### src/sv/bm25_pkg.sv
// ----------------------------------------------------------------------------
// BM25 top-K package
// Shared widths, register indexes, the job type and the control enums.
// ----------------------------------------------------------------------------
package bm25_pkg;

    localparam int unsigned TopKDefault = 3;
    localparam int unsigned CfgIdxW     = 2;
    localparam int unsigned CfgDataW    = 24;

    localparam logic [CfgIdxW-1:0] CFG_AVG_LEN = 2'd0;
    localparam logic [CfgIdxW-1:0] CFG_K1      = 2'd1;
    localparam logic [CfgIdxW-1:0] CFG_B       = 2'd2;

    localparam logic [23:0] AVG_RESET = 24'd1;
    localparam logic [15:0] K1_RESET  = 16'd6144;
    localparam logic [12:0] B_RESET   = 13'd3072;

    // Term score job handed from the scorer to the ranker.
    typedef struct packed {
        logic [31:0] doc_id;
        logic [31:0] score;
        logic        query_end;
    } t_job;

    typedef enum logic [1:0] {
        S_IDLE,
        S_NORM,
        S_DIV,
        S_DONE
    } t_div_state;

    typedef enum logic [1:0] {
        R_RUN,
        R_OFFER,
        R_SORT,
        R_EMIT
    } t_rank_state;

endpackage

### src/sv/bm25_queue.sv
// ----------------------------------------------------------------------------
// BM25 job queue
// Two-entry FIFO between the scorer and the ranker.
// ----------------------------------------------------------------------------
module bm25_queue
    import bm25_pkg::*;
(
    input  logic i_clk,
    input  logic i_rst_n,
    input  logic i_valid,
    output logic o_ready,
    input  t_job i_job,
    output logic o_valid,
    input  logic i_ready,
    output t_job o_job
);

    t_job       r_mem [2];
    logic       r_wp, r_rp;
    logic [1:0] r_cnt;
    logic       w_push, w_pop;

    assign o_ready = (r_cnt != 2'd2);
    assign o_valid = (r_cnt != 2'd0);
    assign o_job   = r_mem[r_rp];
    assign w_push  = i_valid && o_ready;
    assign w_pop   = o_valid && i_ready;

    always_ff @(posedge i_clk) begin
        if (!i_rst_n) begin
            r_wp  <= 1'b0;
            r_rp  <= 1'b0;
            r_cnt <= 2'd0;
        end else begin
            if (w_push) r_wp <= ~r_wp;
            if (w_pop)  r_rp <= ~r_rp;
            r_cnt <= r_cnt + 2'(w_push) - 2'(w_pop);
        end
        if (w_push) r_mem[r_wp] <= i_job;
    end

endmodule

### config.mk
export PLATFORM = sky130hd
export DESIGN_NAME = bm25_queue
export DESIGN_NICKNAME = d
export VERILOG_FILES = /design/src/sv/bm25_pkg.sv /design/src/sv/bm25_queue.sv
export SDC_FILE = /design/constraint.sdc
export NUM_CORES = 1
export LEC_CHECK = 0
export BUFFER_PORTS_ARGS = -buffer_cell sky130_fd_sc_hd__buf_2
export CAP_MARGIN = 20
export CORE_ASPECT_RATIO = 2
export CORE_MARGIN = 2
export CORE_UTILIZATION = 55
export DETAILED_ROUTE_END_ITERATION = 10
export PLACE_DENSITY = 0.82
export RECOVER_POWER = 100
export SKIP_LAST_GASP = 1
export SLEW_MARGIN = 20
export SYNTH_ARGS = -nofsm -noshare
export SYNTH_HDL_FRONTEND = slang
export SYNTH_SLANG_ARGS = --single-unit
### constraint.sdc
create_clock -name i_clk -period 6.55 [get_ports i_clk]
set_input_delay 0.655 -clock i_clk [delete_from_list [all_inputs] [get_ports i_clk]]
set_output_delay 0.655 -clock i_clk [all_outputs]
set_load 0.005 [all_outputs]
# --- Word level (Yosys, flattened, before mapping) ---
# Memory sizes are Yosys's and may differ from the RTL's. A register that Yosys moved wholly into a read port is not among the register bits.
# Cells that the tools add are included.
word_totals:
  input_bits: 69
  out_inout_bits: 67
  word_cells: 16
  memories: 1
  ramBits: 130
  register_bits: 4
  rom_bits: 0
  latchBits: 0
op_classes:
  reduce_logical: 3
  eq_ne: 1
  mux: 4
  n_bitwise: 2
  shifts: 0
  order_cmp: 0
  addsub: 2
  div_mod_pow: 0
  mul: 0
memory_table:
  columns: ["memory", "depth", "word_bits", "read_ports", "rd_ports_with_merged_regs", "wr", "line_no", "source"]
  rows:
  - ["r_mem", 2, 65, 1, 1, 1, "bm25_queue.sv:18", "t_job r_mem [2];"]
op_table:
  columns: ["cell", "count"]
  rows:
  - ["1-bit 2-to-1 mux", 4]
  - ["2-bit by 1-bit adder with 2-bit output", 1]
  - ["1-bit logical AND", 2]
  - ["2-bit != test, second input constant", 1]
  - ["1-bit inverter", 2]
  - ["2-bit nonzero test", 1]
  - ["2-bit by 1-bit subtractor with 2-bit output", 1]

# --- Longest topological paths before layout ---
# Gate-level depths: netlist of run 1.
logic_depth:
  ltp_word: 4
  depth_mapped: 8
  ltp_nobuf: 8

# --- Worst setup path after synthesis of run 1 ---
# Ideal clock, no wire load.
synth_timing:
  path_kind: "input -> register"
  from: "input i_valid"
  to: "memory r_mem[0][0] (netlist name), enable pin"
  setup_ns: 0.488
  n_path_buf: 0
  cell_stages: 2
  setup_slack_ns: 2.596
  t_required_ns: 6.062
  arrival_time_ns: 3.466
  path_cell_list: "nand2_1 nor2_1"
synth_via:
  elab_chain_len: 3
synth_rtl:
  columns: ["element", "line_no", "source"]
  rows:
  - ["start: declaration", "bm25_queue.sv:10", "input logic i_valid,"]
  - ["1-bit logical AND", "bm25_queue.sv:26", "assign w_push = i_valid && o_ready;"]
  - ["1-bit 2-to-1 mux", "bm25_queue.sv:39", "if (w_push) r_mem[r_wp] <= i_job;"]
  - ["1-bit 2-to-1 mux (not written as such)", "bm25_queue.sv:39", null]
  - ["end: declaration", "bm25_queue.sv:18", null]
# Every way passes these cells.

# --- Worst setup path in the final report of run 1 ---
layout_timing:
  from: "register r_cnt[0]"
  to: "memory r_mem[1][46] (netlist name), enable pin"
layout_via:
  elab_chain_len: 4
layout_rtl:
  columns: ["element", "line_no", "source"]
  rows:
  - ["start: declaration", "bm25_queue.sv:20", "logic [1:0] r_cnt;"]
  - ["start signal: assignment", "bm25_queue.sv:37", "r_cnt <= r_cnt + 2'(w_push) - 2'(w_pop);"]
  - ["2-bit != test", "bm25_queue.sv:23", "assign o_ready = (r_cnt != 2'd2);"]
  - ["1-bit logical AND", "bm25_queue.sv:26", null]
  - ["1-bit 2-to-1 mux", "bm25_queue.sv:39", null]
  - ["1-bit 2-to-1 mux (not written as such)", "bm25_queue.sv:39", null]
# Every way passes these cells.

==> results by group, run 1 <==
Outcome
  • Status: finished, violations left
  • Failing checks: capacitance limit, slew limit

Placement
  • PortBufs: 135
  • Routability congestion estimate: 0.706
  • Final HPWL DP: 5680 µm

Layout
  • ANT cells: 0
  • Share of cells above drive strength 1: 36.5%
  • Layout Area Growth over Synthesis: 22.2%
  • # nets final: 447
  • Fillers: 633

Power
  • Leakage: 2.30 nW
  • Sw Pwr: 0.603 mW
  • Net Sw Frac: 23.7%
  • Pwr dens: 406 nW/µm²
  • Power share of the combinational group: 17.3%
  • Internal power: 1.95 mW
  • Peak VDD IR: 0.295 mV
  • Flop pwr share: 45.0%
  • Clock power frac: 37.7%

Global routing
  • Largest net degree at the start of global routing: 66
  • GR Overflow Total: 0
  • Initial antenna violation count: 0
  • Vias in the first global route: 2672
  • First-pass GRT wire length: 13400 µm
  • GRT Util Overall: 18.5%

Logic synthesis
  • Register bit count reported by yosys: 135
  • Avg Inst Size Synth: 22.7 µm²
  • Register area share after synthesis: 78.0%
  • Post-Synthesis Cells: 226
  • Mapped Area: 5130 µm²
  • Syn_nets: 297
  • Post-synth top area share: 76.1%
  • Yosys top cell by area: edfxtp_1
  • Yosys warns: 0
  • Top cells by area, synth: edfxtp_1 (76%), mux2_4 (15%), mux2_2 (3.3%), dfxtp_1 (2.0%), buf_6 (1.3%)
  • Count of cell types in the netlist: 18

Worst setup path
  • Top Family by Delay on Critical Path: buffers and inverters
  • Cells on worst reg2reg path: 3
  • Startpoint Class: flip-flop
  • Arrival time at the worst endpoint: 3.57 ns
  • FF-to-FF End: r_mem[1][46]
  • Crit-path slowest cell: clkbuf_1
  • WP buf/inv: 1
  • Crit-path cells: nand2b_1, and3_1, clkbuf_1
  • CP max FO: 42
  • Crit path required time: 6.52 ns
  • Launch point of the worst reg-to-reg path: r_cnt[0]
  • Setup crit end kind: flip-flop
  • CP Class: reg2reg
  • Max stage delay on crit path: 1.75 ns
  • Worst reg-to-reg setup slack: 2.95 ns

Clock tree
  • Cts hold-fix bufs: 0
  • CTS resizes: 0
  • Htree depth: 4
  • Clk_lat worst skew: 0.40 ns
  • Worst-path clk slew: 0.05 ns
  • CTS root buffer: clkbuf_16
  • CTS tree: yes
  • Post-CTS setup buffer count: 0
  • CTS Buffer Depth: 2
  • Clock sinks: 135
  • Total CTS buffers: 17

Timing
  • Final period util: 55.0%
  • Final Hold Fails: 0
  • RSZ-0062 raised after global routing: false
  • Fin crit period: 3.60 ns
  • Pins over their slew limit: 109
  • Fmax: 0.278 GHz
  • Worst Hold Slack: 0.436 ns
  • Clock Skew: 0.00666 ns
  • Final setup violation count: 0
  • Setup_tns: 0 ns
  • Relative slew slack: -65.9%
  • Slew of the pin with the lowest slew margin: 2.48 ns

Die
  • Core footprint: 9010 µm²
  • Die area: 10200 µm²
  • Die Height: 141 µm
  • I/O pins: 136
  • Die width: 72.3 µm
  • Initial Util: 56.9%
  • Num rows: 49

Min path
  • Hold Crit Depth: 1
  • Hold WC Path Type: in2reg
  • Hold Path End: r_mem[0][58]
  • Hold Startpoint: i_job[58]

Drt
  • WL final: 8880 µm
  • DRC Markers: 0
  • Drt first-iter violations: 151
  • Via Count: 2522
  • Avg WL per Cell: 18.1 µm
  • TritonRoute pass-1 iters: 4
  • Via density: 5.14
  • Remaining antenna violation count after routing: 0

Run
  • Maxcap violations: 3
[power groups by stage]
stage | Clock, mW | Sequential (mW) | Combinational (mW)
2_1_floorplan | 0 | 1.14 | 0.385
3_3_place_gp | 0 | 1.19 | 0.496
3_5_place_dp | 0 | 1.20 | 0.505
4_1_cts | 0.978 | 1.19 | 0.509
5_1_grt | 1.01 | 1.16 | 0.478
6_report | 0.961 | 1.15 | 0.441
[layer usage]
metal | track usage [%] | vias up | routed length (µm)
met4 | 11.1 | 0 | 247
met5 | 0 | - | 0
met1 | 17.2 | 1225 | 2960
li1 | - | 1191 | -
met3 | 7.08 | 18 | 518
met2 | 32.6 | 88 | 5160
[worst max-delay path by stage]
stage / start / to / slack (ns) / depth (start not counted)
final: r_cnt[0] / r_mem[1][46] / 2.95 / 3
after global placement: i_valid / r_mem[0][20] / 4.08 / 4
after detailed placement: i_valid / r_mem[0][23] / 3.99 / 4
after CTS: flip-flop / o_job[11] / 3.77 / 2
after floorplan: i_valid / r_mem[0][0] / 2.60 / 2
after global routing: r_cnt[0] / r_mem[1][40] / 2.61 / 3
[cells by family after synthesis]
kind of cell	share of synthesized area, %
mux	18.1
buf+inv	1.49
fa+ha+maj	0.488
flops	78.0
compound gates	0.146
simple gates	1.20
xor+xnor	0.512
[synthesized netlist by cell type]
cell type and number:
nand2b_1 2, buf_2 1, or2_2 1, mux2_2 15, mux2i_1 1, nor2_1 1, nand2_1 2, and3_1 1
mux2_4 50, o21a_1 1, inv_1 1, buf_6 6, nor2b_1 2, edfxtp_1 130, and2_1 2, dfxtp_1 5
xnor2_1 3, ha_1 2
[through the flow]
stage	power, mW	instances	area [µm²]	util [%]	worst slack [ns]
CTS	2.68	490	6500	72.1	3.77
detailed placement	1.71	458	5890	65.3	3.99
floorplan	1.52	226	5130	-	2.60
finish	2.55	491	6270	69.6	2.95
global route	2.65	491	6270	69.6	2.61
global placement	1.69	458	5890	65.3	4.08
[sequential cells by signal (all words and copies together), names as in the netlist, named ones only]
name	cells
r_wp	1
r_cnt	2
r_mem	130
r_rp	1
[cell usage in the layout (no fill, tap or decap), drive strengths merged]
| cell type | synthesis | routed |
|---|---|---|
| ha | 2 | 2 |
| mux2 | 65 | 65 |
| bufinv | 0 | 4 |
| o21a | 1 | 1 |
| buf | 7 | 96 |
| edfxtp | 130 | 130 |
| inv | 1 | 2 |
| mux2i | 1 | 1 |
| and2 | 2 | 2 |
| nor2b | 2 | 2 |
| nand2 | 2 | 2 |
| dfxtp | 5 | 5 |
| xnor2 | 3 | 3 |
| clkinv | 0 | 6 |
| and3 | 1 | 1 |
| nor2 | 1 | 1 |
| or2 | 1 | 1 |
| nand2b | 2 | 2 |
| clkbuf | 0 | 60 |
| clkinvlp | 0 | 3 |
[cell type report]
type                       count  area (µm²)  share of cell area [%]
clock inverter                14         181                    2.89
inverter                       1        3.75                  0.0599
tap                          102         128                    2.04
sequential                   135        4000                    63.8
clock buffer                  18         429                    6.84
timing repair buffer         138         656                    10.5
multi-input combinational     83         870                    13.9
[worst register-to-register path, delay by kind of cell (launching register included)]
| family | cells | cell delay (ns) |
|---|---|---|
| flops | 1 | 0.36 |
| simple gates | 2 | 1.04 |
| buf+inv | 1 | 1.75 |
Note: power is estimated with default switching activity, not from simulation.
==> inputs of run 2 (changes only) <==
--- a/config.mk
+++ b/config.mk
@@ -9,9 +9,9 @@
 export CAP_MARGIN = 20
 export CORE_ASPECT_RATIO = 2
 export CORE_MARGIN = 2
-export CORE_UTILIZATION = 55
+export CORE_UTILIZATION = 47
 export DETAILED_ROUTE_END_ITERATION = 10
-export PLACE_DENSITY = 0.82
+export PLACE_DENSITY = 0.74
 export RECOVER_POWER = 100
 export SKIP_LAST_GASP = 1
 export SLEW_MARGIN = 20
==> constraint.sdc (replaced) <==
create_clock -name i_clk -period 3 [get_ports i_clk]
set_input_delay 0.3 -clock i_clk [delete_from_list [all_inputs] [get_ports i_clk]]
set_output_delay 0.3 -clock i_clk [all_outputs]
set_load 0.005 [all_outputs]
==> run 2 against run 1 <==
Against the previous run: the flow now finishes without violations; total power is 100% higher; combinational power increased by 120%; worst hold slack worse by 0.35 ns; global-route usage decreased by 3.8 points; worst setup slack worse by 2.4 ns; design area decreased by 0.86%; sequential share of layout area grew 0.57 points; critical path type is now reg2out; largest cell class unchanged; highest routed layer unchanged.
==> results by group, run 2 (synthesized netlist as in run 1, its figures left out) <==
Outcome
  • Status: finished, final reports clean

Layout
  • Largest Register: r_mem
  • Fillers: 851
  • Layout Area Growth over Synthesis: 21.2%
  • # nets final: 448
  • Largest registers: r_mem x130, r_cnt x2
  • ANT cells: 0
  • Commonest non-fill, non-tap cell in the layout: edfxtp_1
  • Share of cells above drive strength 1: 32.8%
  • Commonest cells after routing, fill and taps aside: edfxtp_1 (130), buf_2 (81), clkbuf_1 (57), mux2_1 (48), clkbuf_16 (17)
  • Non-Filler Instances: 530
  • Max FFs per register: 130

Die
  • Die area: 11800 µm²
  • Initial Util: 47.8%
  • Die Height: 152 µm
  • Num rows: 54
  • I/O pins: 136
  • Core footprint: 10700 µm²
  • Die width: 77.9 µm

Placement
  • Final HPWL DP: 5820 µm
  • PortBufs: 135
  • Inst Count DP: 498
  • Routability congestion estimate: 0.691
  • Pre-CTS WS: 1.13 ns

Timing
  • Final Hold Fails: 0
  • Fmax: 0.414 GHz
  • Setup_tns: 0 ns
  • Slew of the pin with the lowest slew margin: 1.39 ns
  • Relative slew slack: 7.07%
  • Pins over their slew limit: 0
  • Slack of the critical path: 0.582 ns
  • RSZ-0062 raised after global routing: false
  • Fin crit period: 2.42 ns
  • Clock Skew: 0.00633 ns
  • Final period util: 80.6%
  • Final setup violation count: 0

Power
  • Peak VDD IR: 0.543 mV
  • Pwr dens: 831 nW/µm²
  • Leakage: 2.23 nW
  • Total Power: 5.17 mW

Clock tree
  • Clock sinks: 135
  • Clk_lat worst skew: 0.40 ns
  • CTS root buffer: clkbuf_16
  • Worst-path clk slew: 0.05 ns
  • CTS resizes: 0
  • Htree depth: 4
  • Post-CTS setup buffer count: 0
  • CTS Buffer Depth: 2
  • Cts hold-fix bufs: 0
  • Total CTS buffers: 17
  • CTS tree: yes

Global routing
  • GR Overflow Total: 0
  • First-pass GRT wire length: 12700 µm
  • Largest net degree at the start of global routing: 37
  • Initial antenna violation count: 0
  • Vias in the first global route: 2611
  • GRT Util Overall: 14.7%

Worst setup path
  • Startpoint Class: flip-flop
  • FF-to-FF End: r_mem[1][34]
  • Top Family by Delay on Critical Path: flip-flops
  • Arrival time at the worst endpoint: 2.12 ns
  • Max stage delay on crit path: 0.89 ns
  • CP Class: reg2out
  • WP buf/inv: 2
  • Crit path depth: 3
  • Cells on worst reg2reg path: 3
  • Setup crit end kind: output port
  • Crit-path slowest cell: dfxtp_2
  • Launch point of the worst reg-to-reg path: r_cnt[0]
  • Crit path required time: 2.70 ns
  • Crit-path cells: buf_12, mux2_1, buf_2
  • Critical path endpoint: o_job[50]
  • Worst reg-to-reg setup slack: 0.69 ns
  • CP max FO: 34

Drt
  • DRC Markers: 0
  • Avg WL per Cell: 16.0 µm
  • Remaining antenna violation count after routing: 0
  • TritonRoute pass-1 iters: 4
  • Drt first-iter violations: 114
  • Via density: 4.76
  • WL final: 8450 µm
  • Via Count: 2525

Run
  • Maxcap violations: 0

Min path
  • Hold WC Path Type: in2reg
run 2: cell types whose count changed in the layout (fill, tap and decap cells not counted), sizes merged:
cell	delta
buf	-12
bufinv	-4
clkbuf	+15
clkinv	+4
clkinvlp	-1
inv	-1
run 2: per-layer routing:
layer  up-vias  global-route usage, %  wire [µm]
li1       1187                      -          -
met2       114                   25.2       4330
met4         0                   6.16         77
met5         -                      0          0
met3         9                   6.34        700
met1      1215                   15.7       3340
run 2: report_power, final:
part / switching [mW] / leakage, nW / internal, mW
logic: 0.473 / 0.729 / 0.486
clock network: 0.680 / 0.241 / 1.03
registers: 0.121 / 1.26 / 2.38
total: 1.27 / 2.23 / 3.89
run 2: metrics by stage:
stage | area (µm²) | hold slack (ns) | util [%]
floorplan | 5130 | 0.399 | -
global placement | 5990 | 0.487 | 55.7
global route | 6220 | 0.0690 | 57.9
detailed placement | 5990 | 0.493 | 55.7
CTS | 6490 | 0.0689 | 60.4
finish | 6220 | 0.0848 | 57.9
run 2: worst min-delay path by stage:
stage                     startpoint            to  slack (ns)  cells past startpoint
after floorplan             i_job[0]   r_mem[0][0]        0.40                      0
after global placement      i_job[1]   r_mem[0][1]        0.49                      1
after detailed placement   i_job[23]  r_mem[0][23]        0.49                      1
after CTS                  i_job[54]  r_mem[0][54]        0.07                      1
after global routing        i_job[4]   r_mem[0][4]        0.07                      1
final                      i_job[30]  r_mem[1][30]        0.08                      1
run 2: cell type report:
class / instances / area, µm² / share of cell area, %
flip-flops and latches: 135 / 4010 / 64.4
multi-input cells: 83 / 877 / 14.1
repair buffers: 139 / 657 / 10.6
clock buffers: 20 / 437 / 7.02
well taps: 140 / 175 / 2.82
clock inverters: 12 / 62.6 / 1.01
inverters: 1 / 3.75 / 0.0604
==> inputs of run 3 (changes only) <==
--- a/config.mk
+++ b/config.mk
@@ -9,9 +9,9 @@
 export CAP_MARGIN = 20
 export CORE_ASPECT_RATIO = 2
 export CORE_MARGIN = 2
-export CORE_UTILIZATION = 47
+export CORE_UTILIZATION = 52
 export DETAILED_ROUTE_END_ITERATION = 10
-export PLACE_DENSITY = 0.74
+export PLACE_DENSITY = 0.78
 export RECOVER_POWER = 100
 export SKIP_LAST_GASP = 1
 export SLEW_MARGIN = 20
==> constraint.sdc (replaced) <==
create_clock -name i_clk -period 2.5 [get_ports i_clk]
set_input_delay 0.25 -clock i_clk [delete_from_list [all_inputs] [get_ports i_clk]]
set_output_delay 0.25 -clock i_clk [all_outputs]
set_load 0.005 [all_outputs]
==> run 3 against run 2 <==
Against the previous run: non-clock buffer count is 2 higher; critical path depth unchanged; total power up 31%; highest routed layer unchanged; cell count shrank 0.94%; sequential power is 19% higher.
==> results by group, run 3 (synthesized netlist as in run 1, its figures left out) <==
Worst setup path
  • Setup crit end kind: output port
  • CP max FO: 23
  • Worst reg-to-reg setup slack: 0.43 ns
  • Cells on worst reg2reg path: 3
  • Startpoint Class: flip-flop
  • Launch point of the worst reg-to-reg path: r_cnt[0]
  • Arrival time at the worst endpoint: 1.90 ns
  • CP Class: reg2out
  • FF-to-FF End: r_mem[1][3]
  • Crit path required time: 2.25 ns
  • Critical path endpoint: o_job[47]

Drt
  • Drt first-iter violations: 134
  • Via density: 4.87
  • DRC Markers: 0
  • TritonRoute pass-1 iters: 4
  • Via Count: 2559
  • Remaining antenna violation count after routing: 0
  • Avg WL per Cell: 16.9 µm
  • WL final: 8900 µm

Clock tree
  • Post-CTS setup buffer count: 0
  • Htree depth: 4
  • CTS tree: yes
  • Total CTS buffers: 17
  • Worst-path clk slew: 0.06 ns
  • Cts hold-fix bufs: 0
  • Clock sinks: 135
  • CTS resizes: 0
  • CTS root buffer: clkbuf_16
  • Clk_lat worst skew: 0.41 ns
  • CTS Buffer Depth: 2

Placement
  • Final HPWL DP: 5970 µm
  • Routability congestion estimate: 0.769
  • PortBufs: 135
  • Inst Count DP: 492
  • Cell Area, Placed: 6010 µm²

Die
  • Initial Util: 52.9%
  • Num rows: 51
  • Die Height: 144 µm
  • Core footprint: 9700 µm²
  • Die area: 10700 µm²
  • Die width: 74.2 µm
  • I/O pins: 136

Timing
  • Fin crit period: 2.15 ns
  • Worst Hold Slack: 0.0309 ns
  • Final setup violation count: 0
  • Clock Skew: 0.00563 ns
  • Setup_tns: 0 ns
  • Fmax: 0.466 GHz
  • Slew of the pin with the lowest slew margin: 1.13 ns
  • RSZ-0062 raised after global routing: false
  • Final period util: 85.8%
  • Relative slew slack: 24.4%
  • Pins over their slew limit: 0
  • Final Hold Fails: 0

Power
  • Pwr dens: 1060 nW/µm²
  • Leakage: 2.34 nW
  • Peak VDD IR: 0.826 mV
  • Total Power: 6.76 mW

Layout
  • Fin area: 6390 µm²
  • Area of the multi-input gates: 888 µm²
  • # nets final: 450
  • Non-Filler Instances: 525
  • Largest Register: r_mem
  • Fillers: 731
  • Layout Area Growth over Synthesis: 24.5%
  • Commonest cells after routing, fill and taps aside: edfxtp_1 (130), buf_2 (94), mux2_1 (45), clkbuf_1 (40), clkbuf_16 (17)
  • Max FFs per register: 130
  • Register Area: 4010 µm²
  • Commonest non-fill, non-tap cell in the layout: edfxtp_1
  • Largest registers: r_mem x130, r_cnt x2
  • Share of cells above drive strength 1: 39.5%

Global routing
  • Vias in the first global route: 2597
  • GR Overflow Total: 0
  • GRT Util Overall: 17.0%
  • Largest net degree at the start of global routing: 66
  • Initial antenna violation count: 0
  • First-pass GRT wire length: 12600 µm

Run
  • Maxcap violations: 0

Outcome
  • Status: finished, final reports clean

Min path
  • Hold WC Path Type: in2reg
## run 3: changes by cell type in the layout (fill, tap and decap cells not counted), moves of 2 or more
| cell | before | now |
|---|---|---|
| clkinv_1 | 5 | 1 |
| clkbuf_2 | 1 | 3 |
| clkinv_4 | 1 | 3 |
| clkinvlp_4 | 2 | 4 |
| mux2_1 | 48 | 45 |
| buf_2 | 81 | 94 |
| mux2_4 | 2 | 5 |
| clkbuf_1 | 57 | 40 |
| clkbuf_4 | 0 | 2 |
| clkinv_2 | 4 | 1 |
| inv_6 | 0 | 2 |
| bufinv_16 | 0 | 4 |
## run 3: worst min-delay path by stage
stage | startpoint | to | slack (ns) | depth (start not counted)
floorplan | i_job[0] | r_mem[0][0] | 0.35 | 0
global placement | i_job[11] | r_mem[0][11] | 0.44 | 1
detailed placement | i_job[3] | r_mem[0][3] | 0.44 | 1
CTS | i_job[42] | r_mem[0][42] | 0.008 | 1
global route | i_job[5] | r_mem[0][5] | 0.007 | 1
finish | i_job[9] | r_mem[1][9] | 0.03 | 1
## run 3: metal layers
layer / vias to the layer above / routed length (µm) / track usage, %
li1: 1198 / - / -
met1: 1261 / 2900 / 15.0
met2: 89 / 5350 / 31.9
met3: 11 / 472 / 5.92
met4: 0 / 176 / 8.74
met5: - / 0 / 0
## run 3: stage by stage
step | setup slack, ns | utilization, %
2_1_floorplan | 0.485 | -
3_3_place_gp | 0.869 | 61.9
3_5_place_dp | 0.761 | 61.9
4_1_cts | 0.390 | 68.4
5_1_grt | 0.250 | 65.8
6_report | 0.355 | 65.8
## run 3: layout make-up
| class | instances | area share [%] |
|---|---|---|
| multi-input cells | 83 | 13.9 |
| flip-flops and latches | 135 | 62.8 |
| repair buffers | 141 | 10.8 |
| clock buffers | 17 | 6.66 |
| diodes | 1 | 0.0392 |
| clock inverters | 15 | 3.17 |
| well taps | 132 | 2.59 |
| inverters | 1 | 0.0588 |
## run 3: critical path: stages, from the launching register on
cell and delay, ns:
dfxtp_4 0.54, clkbuf_4 0.41, mux2_1 0.39, buf_2 0.14
## run 3: power breakdown
part           total [mW]  switching [mW]  internal, mW
Combinational        1.21           0.612         0.602
Sequential           2.97           0.121          2.85
Clock                2.57           0.901          1.67
Total                6.76            1.63          5.13
